`src/rtl/ectc_pkg.sv`:
```
// ============================================================================
// Epoch to calendar breakdown: package
// Constants, pipeline control type and the month table shared by the units.
// ============================================================================
`default_nettype none

package ectc_pkg;

  localparam int unsigned NUM_STAGES = 7;
  localparam int unsigned ADDR_W     = 3;

  typedef struct packed {
    logic [NUM_STAGES-1:0] load;
  } ectc_ctrl_t;

  localparam logic [ADDR_W-3:0] REG_MIN_VALID_EPOCH = 1'b0;
  localparam logic [31:0]       MIN_VALID_RESET     = 32'd1577836800;

  // Reciprocals for division by constants; each estimate is low by at most one.
  localparam logic [31:0] DAY_RECIP  = 32'd3257812230;  // 2^48 / 86400
  localparam logic [10:0] HOUR_RECIP = 11'd1165;        // 2^22 / 3600
  localparam logic [10:0] MIN_RECIP  = 11'd1092;        // 2^16 / 60
  localparam logic [16:0] WEEK_RECIP = 17'd74898;       // 2^19 / 7
  localparam logic [15:0] QUAD_RECIP = 16'd45933;       // 2^26 / 1461

  localparam logic [16:0] SECS_PER_DAY  = 17'd86400;
  localparam logic [11:0] SECS_PER_HOUR = 12'd3600;
  localparam logic [5:0]  SECS_PER_MIN  = 6'd60;
  localparam logic [2:0]  DAYS_PER_WEEK = 3'd7;
  localparam logic [2:0]  WEEKDAY_AT_ORIGIN = 3'd4;
  localparam logic [10:0] DAYS_PER_QUAD = 11'd1461;
  localparam logic [8:0]  DAYS_LEAP_YEAR = 9'd366;
  localparam logic [8:0]  DAYS_YEAR      = 9'd365;

  // Days are counted from 1968-01-01, the start of a four-year block.
  localparam logic [9:0]  QUAD_ORIGIN_SHIFT = 10'd731;
  // 2100-03-01 as days since 1970; a phantom 29 February is inserted before it.
  localparam logic [15:0] DAY_MAR_2100 = 16'd47541;
  localparam logic [5:0]  QUAD_2100    = 6'd33;
  localparam logic [7:0]  QUAD_YEAR_BIAS = 8'd32;

  function automatic logic [8:0] month_start(input logic [3:0] idx, input logic leap);
    logic [8:0] base;
    base = 9'd0;
    case (idx)
      4'd0:    base = 9'd0;
      4'd1:    base = 9'd31;
      4'd2:    base = 9'd59;
      4'd3:    base = 9'd90;
      4'd4:    base = 9'd120;
      4'd5:    base = 9'd151;
      4'd6:    base = 9'd181;
      4'd7:    base = 9'd212;
      4'd8:    base = 9'd243;
      4'd9:    base = 9'd273;
      4'd10:   base = 9'd304;
      4'd11:   base = 9'd334;
      default: base = 9'd0;
    endcase
    if (leap && (idx >= 4'd2)) begin
      base = base + 9'd1;
    end
    return base;
  endfunction

endpackage

`default_nettype wire

```
`src/rtl/ectc_pipe_ctrl.sv`:
```
// ============================================================================
// Epoch to calendar breakdown: pipeline control
// Valid bits per stage and the load enables that let bubbles close up.
// ============================================================================
`default_nettype none

module ectc_pipe_ctrl (
  input  wire logic               clk,
  input  wire logic               rst,
  input  wire logic               in_valid,
  output logic                    in_stall,
  output logic                    out_valid,
  input  wire logic               out_stall,
  output ectc_pkg::ectc_ctrl_t    ctrl
);
  import ectc_pkg::*;

  logic [NUM_STAGES-1:0] vld;
  logic [NUM_STAGES-1:0] ready;

  always_comb begin
    ready[NUM_STAGES-1] = !vld[NUM_STAGES-1] || !out_stall;
    for (int k = NUM_STAGES - 2; k >= 0; k--) begin
      ready[k] = !vld[k] || ready[k+1];
    end
  end

  always_ff @(posedge clk) begin
    if (rst) begin
      vld <= '0;
    end else begin
      if (ready[0]) begin
        vld[0] <= in_valid;
      end
      for (int k = 1; k < NUM_STAGES; k++) begin
        if (ready[k]) begin
          vld[k] <= vld[k-1];
        end
      end
    end
  end

  assign in_stall  = !ready[0];
  assign out_valid = vld[NUM_STAGES-1];
  assign ctrl.load = ready;

endmodule

`default_nettype wire

```
`src/rtl/ectc_tod.sv`:
```
// ============================================================================
// Epoch to calendar breakdown: time-of-day unit
// Splits the epoch into whole days, hour, minute and second, and compares it
// against the validity threshold.
// ============================================================================
`default_nettype none

module ectc_tod (
  input  wire logic                 clk,
  input  wire ectc_pkg::ectc_ctrl_t ctrl,
  input  wire logic [31:0]          epoch_seconds,
  input  wire logic [31:0]          min_valid_epoch,
  output logic [15:0]               days,
  output logic [5:0]                second,
  output logic [5:0]                minute,
  output logic [4:0]                hour,
  output logic                      valid_res
);
  import ectc_pkg::*;

  logic [63:0] day_prod;
  logic [31:0] s1_epoch;
  logic [15:0] s1_day_est;
  logic        s1_valid;

  logic [32:0] day_rem_full;
  logic [17:0] day_rem;
  logic [15:0] days_next;
  logic [16:0] sod_next;
  logic [16:0] s2_sod;
  logic        s2_valid;

  logic [27:0] hour_prod;
  logic [16:0] s3_sod;
  logic [4:0]  s3_hour_est;
  logic        s3_valid;

  logic [16:0] hour_rem_full;
  logic [12:0] hour_rem;
  logic [4:0]  hour_next;
  logic [11:0] soh_next;
  logic [4:0]  s4_hour;
  logic [11:0] s4_soh;
  logic        s4_valid;

  logic [22:0] min_prod;
  logic [4:0]  s5_hour;
  logic [11:0] s5_soh;
  logic [5:0]  s5_min_est;
  logic        s5_valid;

  logic [11:0] min_rem_full;
  logic [6:0]  min_rem;
  logic [5:0]  minute_next;
  logic [5:0]  second_next;
  logic [4:0]  s6_hour;
  logic [5:0]  s6_minute;
  logic [5:0]  s6_second;
  logic        s6_valid;

  // Stage 1: day estimate by reciprocal multiplication.
  assign day_prod = 64'(epoch_seconds) * 64'(DAY_RECIP);

  always_ff @(posedge clk) begin
    if (ctrl.load[0]) begin
      s1_epoch   <= epoch_seconds;
      s1_day_est <= day_prod[63:48];
      s1_valid   <= epoch_seconds > min_valid_epoch;
    end
  end

  // Stage 2: remainder and correction give days and seconds of the day.
  assign day_rem_full = {1'b0, s1_epoch} - 33'(s1_day_est) * 33'(SECS_PER_DAY);
  assign day_rem      = day_rem_full[17:0];

  always_comb begin
    if (day_rem >= 18'(SECS_PER_DAY)) begin
      days_next = s1_day_est + 16'd1;
      sod_next  = 17'(day_rem - 18'(SECS_PER_DAY));
    end else begin
      days_next = s1_day_est;
      sod_next  = day_rem[16:0];
    end
  end

  always_ff @(posedge clk) begin
    if (ctrl.load[1]) begin
      days     <= days_next;
      s2_sod   <= sod_next;
      s2_valid <= s1_valid;
    end
  end

  // Stage 3: hour estimate.
  assign hour_prod = 28'(s2_sod) * 28'(HOUR_RECIP);

  always_ff @(posedge clk) begin
    if (ctrl.load[2]) begin
      s3_sod      <= s2_sod;
      s3_hour_est <= hour_prod[26:22];
      s3_valid    <= s2_valid;
    end
  end

  // Stage 4: hour correction and seconds within the hour.
  assign hour_rem_full = s3_sod - 17'(s3_hour_est) * 17'(SECS_PER_HOUR);
  assign hour_rem      = hour_rem_full[12:0];

  always_comb begin
    if (hour_rem >= 13'(SECS_PER_HOUR)) begin
      hour_next = s3_hour_est + 5'd1;
      soh_next  = 12'(hour_rem - 13'(SECS_PER_HOUR));
    end else begin
      hour_next = s3_hour_est;
      soh_next  = hour_rem[11:0];
    end
  end

  always_ff @(posedge clk) begin
    if (ctrl.load[3]) begin
      s4_hour  <= hour_next;
      s4_soh   <= soh_next;
      s4_valid <= s3_valid;
    end
  end

  // Stage 5: minute estimate.
  assign min_prod = 23'(s4_soh) * 23'(MIN_RECIP);

  always_ff @(posedge clk) begin
    if (ctrl.load[4]) begin
      s5_hour    <= s4_hour;
      s5_soh     <= s4_soh;
      s5_min_est <= min_prod[21:16];
      s5_valid   <= s4_valid;
    end
  end

  // Stage 6: minute correction and seconds.
  assign min_rem_full = s5_soh - 12'(s5_min_est) * 12'(SECS_PER_MIN);
  assign min_rem      = min_rem_full[6:0];

  always_comb begin
    if (min_rem >= 7'(SECS_PER_MIN)) begin
      minute_next = s5_min_est + 6'd1;
      second_next = 6'(min_rem - 7'(SECS_PER_MIN));
    end else begin
      minute_next = s5_min_est;
      second_next = min_rem[5:0];
    end
  end

  always_ff @(posedge clk) begin
    if (ctrl.load[5]) begin
      s6_hour   <= s5_hour;
      s6_minute <= minute_next;
      s6_second <= second_next;
      s6_valid  <= s5_valid;
    end
  end

  // Stage 7: output register.
  always_ff @(posedge clk) begin
    if (ctrl.load[6]) begin
      hour      <= s6_hour;
      minute    <= s6_minute;
      second    <= s6_second;
      valid_res <= s6_valid;
    end
  end

endmodule

`default_nettype wire

```
`src/rtl/ectc_date.sv`:
```
// ============================================================================
// Epoch to calendar breakdown: date unit
// Turns whole days since 1970 into weekday, year, day of year, month and day
// of month using four-year blocks counted from 1968.
// ============================================================================
`default_nettype none

module ectc_date (
  input  wire logic                 clk,
  input  wire ectc_pkg::ectc_ctrl_t ctrl,
  input  wire logic [15:0]          days,
  output logic [15:0]               days_since_1970,
  output logic [2:0]                weekday,
  output logic signed [7:0]         year_from_2000,
  output logic [8:0]                day_in_year,
  output logic [3:0]                month,
  output logic [4:0]                day_in_month
);
  import ectc_pkg::*;

  logic        corr;
  logic [15:0] shifted;
  logic [15:0] wk;
  logic [31:0] wk_prod;
  logic [31:0] quad_prod;
  logic [15:0] s3_days;
  logic [15:0] s3_wk;
  logic [12:0] s3_wk_est;
  logic [15:0] s3_shift;
  logic [5:0]  s3_quad_est;
  logic        s3_corr;

  logic [15:0] wk_rem_full;
  logic [3:0]  wk_rem;
  logic [2:0]  weekday_next;
  logic [15:0] quad_rem_full;
  logic [11:0] quad_rem;
  logic [5:0]  quad_next;
  logic [10:0] qday_next;
  logic [15:0] s4_days;
  logic [2:0]  s4_weekday;
  logic [5:0]  s4_quad;
  logic [10:0] s4_qday;
  logic        s4_corr;

  logic [1:0]  yq;
  logic [8:0]  doym_next;
  logic [7:0]  year_next;
  logic        in_2100;
  logic [8:0]  doy_next;
  logic [15:0] s5_days;
  logic [2:0]  s5_weekday;
  logic [7:0]  s5_year;
  logic [8:0]  s5_doym;
  logic [8:0]  s5_doy;
  logic        s5_leap;

  logic [3:0]  mon_next;
  logic [15:0] s6_days;
  logic [2:0]  s6_weekday;
  logic [7:0]  s6_year;
  logic [8:0]  s6_doym;
  logic [8:0]  s6_doy;
  logic        s6_leap;
  logic [3:0]  s6_mon;

  logic [8:0]  dom_off;

  // Stage 3: weekday and four-year block estimates.
  assign corr      = days >= DAY_MAR_2100;
  assign shifted   = days + 16'(QUAD_ORIGIN_SHIFT) + 16'(corr);
  assign wk        = days + 16'(WEEKDAY_AT_ORIGIN);
  assign wk_prod   = 32'(wk) * 32'(WEEK_RECIP);
  assign quad_prod = 32'(shifted) * 32'(QUAD_RECIP);

  always_ff @(posedge clk) begin
    if (ctrl.load[2]) begin
      s3_days     <= days;
      s3_wk       <= wk;
      s3_wk_est   <= wk_prod[31:19];
      s3_shift    <= shifted;
      s3_quad_est <= quad_prod[31:26];
      s3_corr     <= corr;
    end
  end

  // Stage 4: weekday and block corrections.
  assign wk_rem_full   = s3_wk - 16'(s3_wk_est) * 16'(DAYS_PER_WEEK);
  assign wk_rem        = wk_rem_full[3:0];
  assign quad_rem_full = s3_shift - 16'(s3_quad_est) * 16'(DAYS_PER_QUAD);
  assign quad_rem      = quad_rem_full[11:0];

  always_comb begin
    if (wk_rem >= 4'(DAYS_PER_WEEK)) begin
      weekday_next = 3'(wk_rem - 4'(DAYS_PER_WEEK)) + 3'd1;
    end else begin
      weekday_next = wk_rem[2:0] + 3'd1;
    end
    if (quad_rem >= 12'(DAYS_PER_QUAD)) begin
      quad_next = s3_quad_est + 6'd1;
      qday_next = 11'(quad_rem - 12'(DAYS_PER_QUAD));
    end else begin
      quad_next = s3_quad_est;
      qday_next = quad_rem[10:0];
    end
  end

  always_ff @(posedge clk) begin
    if (ctrl.load[3]) begin
      s4_days    <= s3_days;
      s4_weekday <= weekday_next;
      s4_quad    <= quad_next;
      s4_qday    <= qday_next;
      s4_corr    <= s3_corr;
    end
  end

  // Stage 5: year within the block and day of year.
  always_comb begin
    if (s4_qday < 11'(DAYS_LEAP_YEAR)) begin
      yq        = 2'd0;
      doym_next = s4_qday[8:0];
    end else if (s4_qday < 11'(DAYS_LEAP_YEAR) + 11'(DAYS_YEAR)) begin
      yq        = 2'd1;
      doym_next = 9'(s4_qday - 11'(DAYS_LEAP_YEAR));
    end else if (s4_qday < 11'(DAYS_LEAP_YEAR) + 11'(DAYS_YEAR) + 11'(DAYS_YEAR)) begin
      yq        = 2'd2;
      doym_next = 9'(s4_qday - 11'(DAYS_LEAP_YEAR) - 11'(DAYS_YEAR));
    end else begin
      yq        = 2'd3;
      doym_next = 9'(s4_qday - 11'(DAYS_LEAP_YEAR) - 11'(DAYS_YEAR) - 11'(DAYS_YEAR));
    end
  end

  assign year_next = {s4_quad, yq} - QUAD_YEAR_BIAS;
  assign in_2100   = (s4_quad == QUAD_2100) && (yq == 2'd0);
  assign doy_next  = doym_next - 9'(in_2100 && s4_corr);

  always_ff @(posedge clk) begin
    if (ctrl.load[4]) begin
      s5_days    <= s4_days;
      s5_weekday <= s4_weekday;
      s5_year    <= year_next;
      s5_doym    <= doym_next;
      s5_doy     <= doy_next;
      s5_leap    <= (yq == 2'd0);
    end
  end

  // Stage 6: month index by comparison with each month start.
  always_comb begin
    mon_next = 4'd0;
    for (int m = 1; m < 12; m++) begin
      if (s5_doym >= month_start(4'(m), s5_leap)) begin
        mon_next = mon_next + 4'd1;
      end
    end
  end

  always_ff @(posedge clk) begin
    if (ctrl.load[5]) begin
      s6_days    <= s5_days;
      s6_weekday <= s5_weekday;
      s6_year    <= s5_year;
      s6_doym    <= s5_doym;
      s6_doy     <= s5_doy;
      s6_leap    <= s5_leap;
      s6_mon     <= mon_next;
    end
  end

  // Stage 7: day of month and output register.
  assign dom_off = s6_doym - month_start(s6_mon, s6_leap);

  always_ff @(posedge clk) begin
    if (ctrl.load[6]) begin
      days_since_1970 <= s6_days;
      weekday         <= s6_weekday;
      year_from_2000  <= $signed(s6_year);
      day_in_year     <= s6_doy;
      month           <= s6_mon + 4'd1;
      day_in_month    <= dom_off[4:0] + 5'd1;
    end
  end

endmodule

`default_nettype wire

```
`src/rtl/epoch_to_calendar_breakdown_top.sv`:
```
// ============================================================================
// Epoch to calendar breakdown: top level
// Converts a Unix epoch in seconds into broken-down Gregorian date and time.
// ============================================================================
// Throughput: one transaction per cycle while out_stall is low; a bubble
// anywhere in the seven register stages is filled while the output is
// stalled.
// Reset clears all stage valid bits and sets min_valid_epoch to 1577836800;
// the block accepts input in the first cycle after reset.
`default_nettype none

module epoch_to_calendar_breakdown_top (
  input  wire logic                         clk,
  input  wire logic                         rst,
  input  wire logic                         psel,
  input  wire logic                         penable,
  input  wire logic                         pwrite,
  input  wire logic [ectc_pkg::ADDR_W-1:0]  paddr,
  input  wire logic [31:0]                  pwdata,
  output logic [31:0]                       prdata,
  output logic                              pready,
  input  wire logic                         in_valid,
  output logic                              in_stall,
  input  wire logic [31:0]                  epoch_seconds,
  output logic                              out_valid,
  input  wire logic                         out_stall,
  output logic [5:0]                        second,
  output logic [5:0]                        minute,
  output logic [4:0]                        hour,
  output logic [15:0]                       days_since_1970,
  output logic [2:0]                        weekday,
  output logic signed [7:0]                 year_from_2000,
  output logic [8:0]                        day_in_year,
  output logic [3:0]                        month,
  output logic [4:0]                        day_in_month,
  output logic                              valid_res
);
  import ectc_pkg::*;

  ectc_ctrl_t  ctrl;
  logic [31:0] min_valid_epoch;
  logic        reg_hit;
  logic [15:0] days;

  assign pready  = 1'b1;
  assign reg_hit = (paddr[ADDR_W-1:2] == REG_MIN_VALID_EPOCH);

  always_ff @(posedge clk) begin
    if (rst) begin
      min_valid_epoch <= MIN_VALID_RESET;
    end else if (psel && penable && pwrite && pready && reg_hit) begin
      min_valid_epoch <= pwdata;
    end
  end

  assign prdata = reg_hit ? min_valid_epoch : 32'd0;

  ectc_pipe_ctrl u_ctrl (
    .clk       (clk),
    .rst       (rst),
    .in_valid  (in_valid),
    .in_stall  (in_stall),
    .out_valid (out_valid),
    .out_stall (out_stall),
    .ctrl      (ctrl)
  );

  ectc_tod u_tod (
    .clk             (clk),
    .ctrl            (ctrl),
    .epoch_seconds   (epoch_seconds),
    .min_valid_epoch (min_valid_epoch),
    .days            (days),
    .second          (second),
    .minute          (minute),
    .hour            (hour),
    .valid_res       (valid_res)
  );

  ectc_date u_date (
    .clk             (clk),
    .ctrl            (ctrl),
    .days            (days),
    .days_since_1970 (days_since_1970),
    .weekday         (weekday),
    .year_from_2000  (year_from_2000),
    .day_in_year     (day_in_year),
    .month           (month),
    .day_in_month    (day_in_month)
  );

endmodule

`default_nettype wire

```
`config.mk`:
```
export PLATFORM = sky130hd
export DESIGN_NAME = epoch_to_calendar_breakdown_top
export DESIGN_NICKNAME = d
export VERILOG_FILES = /design/src/rtl/ectc_pkg.sv /design/src/rtl/ectc_pipe_ctrl.sv /design/src/rtl/ectc_tod.sv /design/src/rtl/ectc_date.sv /design/src/rtl/epoch_to_calendar_breakdown_top.sv
export SDC_FILE = /design/constraint.sdc
export NUM_CORES = 2
export LEC_CHECK = 0
export BUFFER_PORTS_ARGS = -buffer_cell sky130_fd_sc_hd__buf_4
export CAP_MARGIN = 20
export CORE_ASPECT_RATIO = 0.8
export CORE_MARGIN = 1
export CORE_UTILIZATION = 40
export CTS_BUF_LIST = sky130_fd_sc_hd__clkbuf_8
export DETAILED_ROUTE_END_ITERATION = 10
export PLACE_DENSITY_LB_ADDON = 0.08
export RECOVER_POWER = 100
export SYNTH_ARGS = -nofsm -noshare
export SYNTH_HDL_FRONTEND = slang
export SYNTH_SLANG_ARGS = --single-unit
```
`constraint.sdc`:
```
create_clock -name clk -period 17.4 [get_ports clk]
set_clock_uncertainty 0.05 [all_clocks]
set_input_delay 2.61 -clock clk [delete_from_list [all_inputs] [get_ports clk]]
set_output_delay 2.61 -clock clk [all_outputs]
set_load 0.005 [all_outputs]
```
Word-level counts from Yosys, hierarchy flattened
Memory sizes are Yosys's and may differ from the RTL's. A register that Yosys moved wholly into a read port is not among the register bits.
Cells that the tools add are included.
Widths: inputs -> output; s select.
{ "op_classes": {"n_addsub": 38, "multipliers": 10, "magnitude_cmp": 22, "n_eq_ne": 1, "n_mux": 39, "bitwise": 1, "reduce_logical": 23} }
{ "ops": {"columns": ["cell", "n"], "rows": [
  ["$mul 32x31->63 const B", 1],
  ["$mux 4", 12],
  ["$add 4x1->4 const B", 10],
  ["$ge 9x8->1", 4],
  ["$gt 32x32->1", 1],
  ["$mul 16x16->32 const B", 1],
  ["$mux 32", 1],
  ["$mul 16x16->31 const B", 1],
  ["$ge 9x9->1", 3],
  ["$mul 17x11->27 const B", 1],
  ["$mux 9", 3],
  ["$sub 9x9->9 const B", 3],
  ["$mul 12x9->20 const B", 1],
  ["$ge 18x17->1 const B", 1],
  ["$ge 9x7->1", 2],
  ["$mux 6", 3],
  ["$sub 18x18->18", 1],
  ["$mux 17", 1],
  ["$sub 17x17->17 const B", 1],
  ["$add 16x1->16", 1],
  ["$add 16x1->16 const B", 1],
  ["$add 16x10->16 const B", 1],
  ["$add 16x3->16 const B", 1],
  ["$ge 16x16->1 const B", 1],
  ["43 further kinds", 78]
]} }
{ "totals": {"register_bits": 426, "rom_bits": 144, "input_bits": 74, "elab_cells": 197, "n_memories": 1} }
{ "mem_list": {"columns": ["memory", "words", "word_bits", "read_ports", "rd_ports_with_merged_regs", "write_ports", "line_no", "source"], "rows": [
  ["(no name shown)", 16, 9, 1, 1, 0, "ectc_pkg.sv:45", "case (idx)"]
]} }

Longest topological paths before layout
{ "depth": {"depth_word": 23, "ltp_mapped": 39, "depth_no_buf": 39} }

By module
Synthesis repeated with hierarchy kept, for this count alone.
{ "unflattened": {"cells_unflattened": 4004, "area_unflattened_um2": 44876.8} }
{ "modules_own_cells": {"columns": ["module", "instances", "cells_per_inst", "area_each_um2", "seq_area_each_um2"], "rows": [
  ["ectc_tod", 1, 2244, 24880.1, 4834.6],
  ["ectc_date", 1, 1551, 18062.3, 6556.3],
  ["epoch_to_calendar_breakdown_top", 1, 177, 1637.8, 640.6],
  ["ectc_pipe_ctrl", 1, 32, 296.5, 140.1]
]} }

Least setup slack after synthesis
OpenSTA, ideal clock, no wires.
{ "synth_timing": {"path_type": "in2reg", "from": "input port epoch_seconds[9]", "to": "register u_tod.s1_day_est[15] (data pin)", "setup_time_ns": 0.260, "arrival_ns": 8.832, "t_required_ns": 17.090, "path_slack_ns": 8.258, "cell_stages": 25, "path_buffers": 0, "path_cell_list": "fa_1 ha_1 inv_1 fa_1 inv_1 fa_1 fa_1 inv_1 fa_1 inv_1 fa_1 fa_1 ha_1 a21o_1 a21o_1 a21oi_1 nor4b_1 or2_2 a21oi_1 nand3_1 a41oi_1 o21ai_0 o31ai_1 o21bai_1 xnor2_1"} }
{ "synth_via": {"elab_chain_cells": 1} }
{ "synth_lines": {"columns": ["element", "line_no", "source"], "rows": [
  ["start, declared", "epoch_to_calendar_breakdown_top.sv:24", "input wire logic [31:0] epoch_seconds,"],
  ["$mul 32x31->63", "ectc_tod.sv:62", "assign day_prod = 64'(epoch_seconds) * 64'(DAY_RECIP);"],
  ["named net u_tod.day_prod[63]", "ectc_tod.sv:21", "logic [63:0] day_prod;"],
  ["end signal, assigned", "ectc_tod.sv:67", "s1_day_est <= day_prod[63:48];"],
  ["end, declared", "ectc_tod.sv:23", "logic [15:0] s1_day_est;"]
]} }
The timed path passes the listed nets, and every way through them passes these cells.
A chain may end at the register's enable or synchronous reset.

Final worst setup path
{ "layout_timing": {"from": "input port epoch_seconds[15]", "to": "register u_tod.s1_day_est[15] (data pin)"} }
The elaborated chain is that of the path after synthesis.

==> out/metrics.yaml <==
worst_pin_slew_ns: 3.76
grt_usage: 0.188
syn_inst: 3932
synth_top_flop_cell: "edfxtp_1"
ios: 172
yosys.area.top_type: "ha_1"
drive_above_1_share: 0.0667
start_kind: "input port"
holdBufCountCts: 0
cp-startpoint: "epoch_seconds[15]"
vias: 26994
required_ns: 17.81
cts_resized: 0
cp_top_family: "adder cells"
final_core_util: 0.445
fin_crit_sh: 0.606
met3_usage: 0.0398
cp_num_buf_inv: 3
synth_cell_types: 98
min_path_type: "reg2reg"
cpMostUsedCell: "fa_1"
ff2ff_path_depth: 37
endpoint: "u_tod.s1_day_est[15]$_DFFE_PN_"
nets: 5613
cts_tree: "done"
gr-usage-met1: 0.290
relSlewSlack: -1.50
route.detailed.drc: 0
regToRegSetupSlack_ns: 7.54
post_cts_buffers: 0
outcome: "finished with violations"
fmax_mhz: 94.9
finalSetupViolCount: 0
slowest_delay_ns: 1.12
rsz0062_at_grt: "no"
clock-sinks: 420
grt_overflow_total: 0
grt_pass1_wl_um: 162000
core_um2: 109000
post-dp-hpwl_um: 80100
clk_path_buf_depth: 3
grt_max_degree: 66
die_area_um2: 112000
timing.rr.end: "u_date.s3_quad_est[4]$_DFFE_PP_"
dr.first_iter.drc_count: 1177
cp_num_cells: 24
ys.warnings.count: 0
synth_top_area_share: 0.264
worstSetupPathType: "in2reg"
routabilityCongestion: 0.837
syn_area_um2: 44300
yosysSeqAreaShare: 0.275
cts_buffers: 72
avgSynthCellArea_um2: 11.3
slew_viol_final: 506
worstPathArrival_ns: 10.95
finalHoldViolCount: 0
timing.rr.start: "u_tod.days[3]$_DFFE_PP_"
start_util: 0.406
synth_seq_cells: 420
clk_latency_ns: 0.74
rows: 108
syn_nets: 5394
io_buffers: 168
worstPathMaxFanout: 12
wire_per_inst_um: 17.9
synth_edf_count: 376
die_h_um: 300
synthTopCellsByArea: "ha_1 26%, edfxtp_1 26%, fa_1 21%"
ant_nets: 0
fin_tns_setup_ns: 0
root_buffer: "clkbuf_8"
antenna_found_initial: 2
cpMaxStageDelayCell: "clkbuf_1"
endpoint_kind: "register"
first_pass_iters: 5
htree_levels: 3
met2_usage: 0.270
viasPerCell: 4.79
synthArstFlopShare: 0
die_x_um: 374
busiest_layer: "met1"
maxCapViolCount: 14
first_global_vias: 28421
clk_pin_slew_ns: 0.06
violations: "capacitance limit, slew limit"
fin_hold_ws_ns: 0.350
worstHoldStart: "u_date.s5_doy[2]$_DFFE_PP_"
period_minus_slack_ns: 10.54
worstPathCellList: "clkbuf_1, fa_1, ha_1, ha_1, inv_1, fa_1, fa_1, fa_1, inv_1, fa_1, fa_1, ha_1, a21o_1, a21oi_1, nor2b_1, o2111ai_1, o211ai_1, a221oi_1, nand4_1, a41oi_1, o21ai_0, o31ai_1, o21bai_1, xnor2_1"
routed_wl_um: 101000
area_growth_pct: 9.58
[cell usage after synthesis (8+ instances only)]
master    count
fa_1        454
dfxtp_1      44
or2_2        10
ha_1        934
nor3_1       24
inv_1       906
nor2b_1      28
clkbuf_1     27
and3_1       17
nor2_1      120
xnor2_1     183
nand2b_1     25
nand4_1      29
o21a_1       21
o31ai_1      10
mux2i_1       9
xor2_1       64
nand3_1      47
nand2_1     132
a21oi_1     126
a211o_1      17
mux2_2        9
a21o_1       63
a21boi_0      8
o21ai_0      65
o21bai_1     10
edfxtp_1    376
a31oi_1      16
nor4_1        8
[per-layer routing]
metal  share of wire  vias up
li1                -    13517
met1            0.53    12924
met2            0.40      451
met3           0.048      102
met4           0.016        0
met5               0        -
[cells in the final DEF (no fill, tap or decap), types with 28 or more instances in the layout]
cell	count
ha_1	934
inv_1	930
fa_1	454
edfxtp_1	376
xnor2_1	183
nand2_1	131
a21oi_1	126
nor2_1	120
clkbuf_4	80
clkbuf_8	75
o21ai_0	66
xor2_1	64
a21o_1	63
buf_4	57
clkbuf_1	49
nand3_1	47
dfxtp_1	44
nand4_1	29
nor2b_1	28
[area by class of cell]
type,count,area (um2)
multi-input cells,2563,28500
fillers,10445,60600
clock buffers,75,1030
clock inverters,49,425
flip-flops and latches,420,12200
diodes,2,5.00
repair buffers,186,1210
well taps,1430,1790
inverters,908,3410
[worst min path at each step]
| stage | endpoint | slack, ns | depth (start not counted) |
|---|---|---|---|
| floorplan | u_date.day_in_year[0]$_DFFE_PP_ | 0.35 | 0 |
| detailed placement | u_date.day_in_year[0]$_DFFE_PP_ | 0.35 | 0 |
| global placement | u_tod.valid_res$_DFFE_PP_ | 0.35 | 0 |
| finish | u_date.s6_doy[2]$_DFFE_PN_ | 0.35 | 0 |
| CTS | u_date.s6_doy[2]$_DFFE_PN_ | 0.34 | 0 |
| global route | u_date.s6_doy[2]$_DFFE_PN_ | 0.35 | 0 |
[metrics by stage]
step                area [um2]  instances  worst slack (ns)
floorplan                44300       3932              8.26
global placement         47200       5506              6.71
detailed placement       47200       5507              6.70
CTS                      48700       5631              7.53
global route             48500       5633              6.38
finish                   48500       5633              6.86
[cell families after synthesis]
| logic type | synth area share |
|---|---|
| other cells | 0.0000847 |
| buf+inv | 0.0821 |
| mux | 0.00433 |
| xor+xnor | 0.0505 |
| fa+ha+maj | 0.470 |
| flops | 0.275 |
| simple gates | 0.0560 |
| compound gates | 0.0623 |
[sequential cells by signal (all words and copies together), names as in the netlist, 13 cells and up, named ones only]
name / flops
u_date.s5_days: 16
u_date.days_since_1970: 16
u_tod.s2_sod: 17
u_tod.s1_day_est: 16
u_date.s6_days: 16
u_tod.days: 16
u_date.s3_days: 14
u_date.s4_days: 16
min_valid_epoch: 32
u_tod.s3_sod: 13
u_tod.s1_epoch: 18
Power is not shown: default switching activity piles up to over one toggle a cycle in this logic, so the estimate is an artifact.
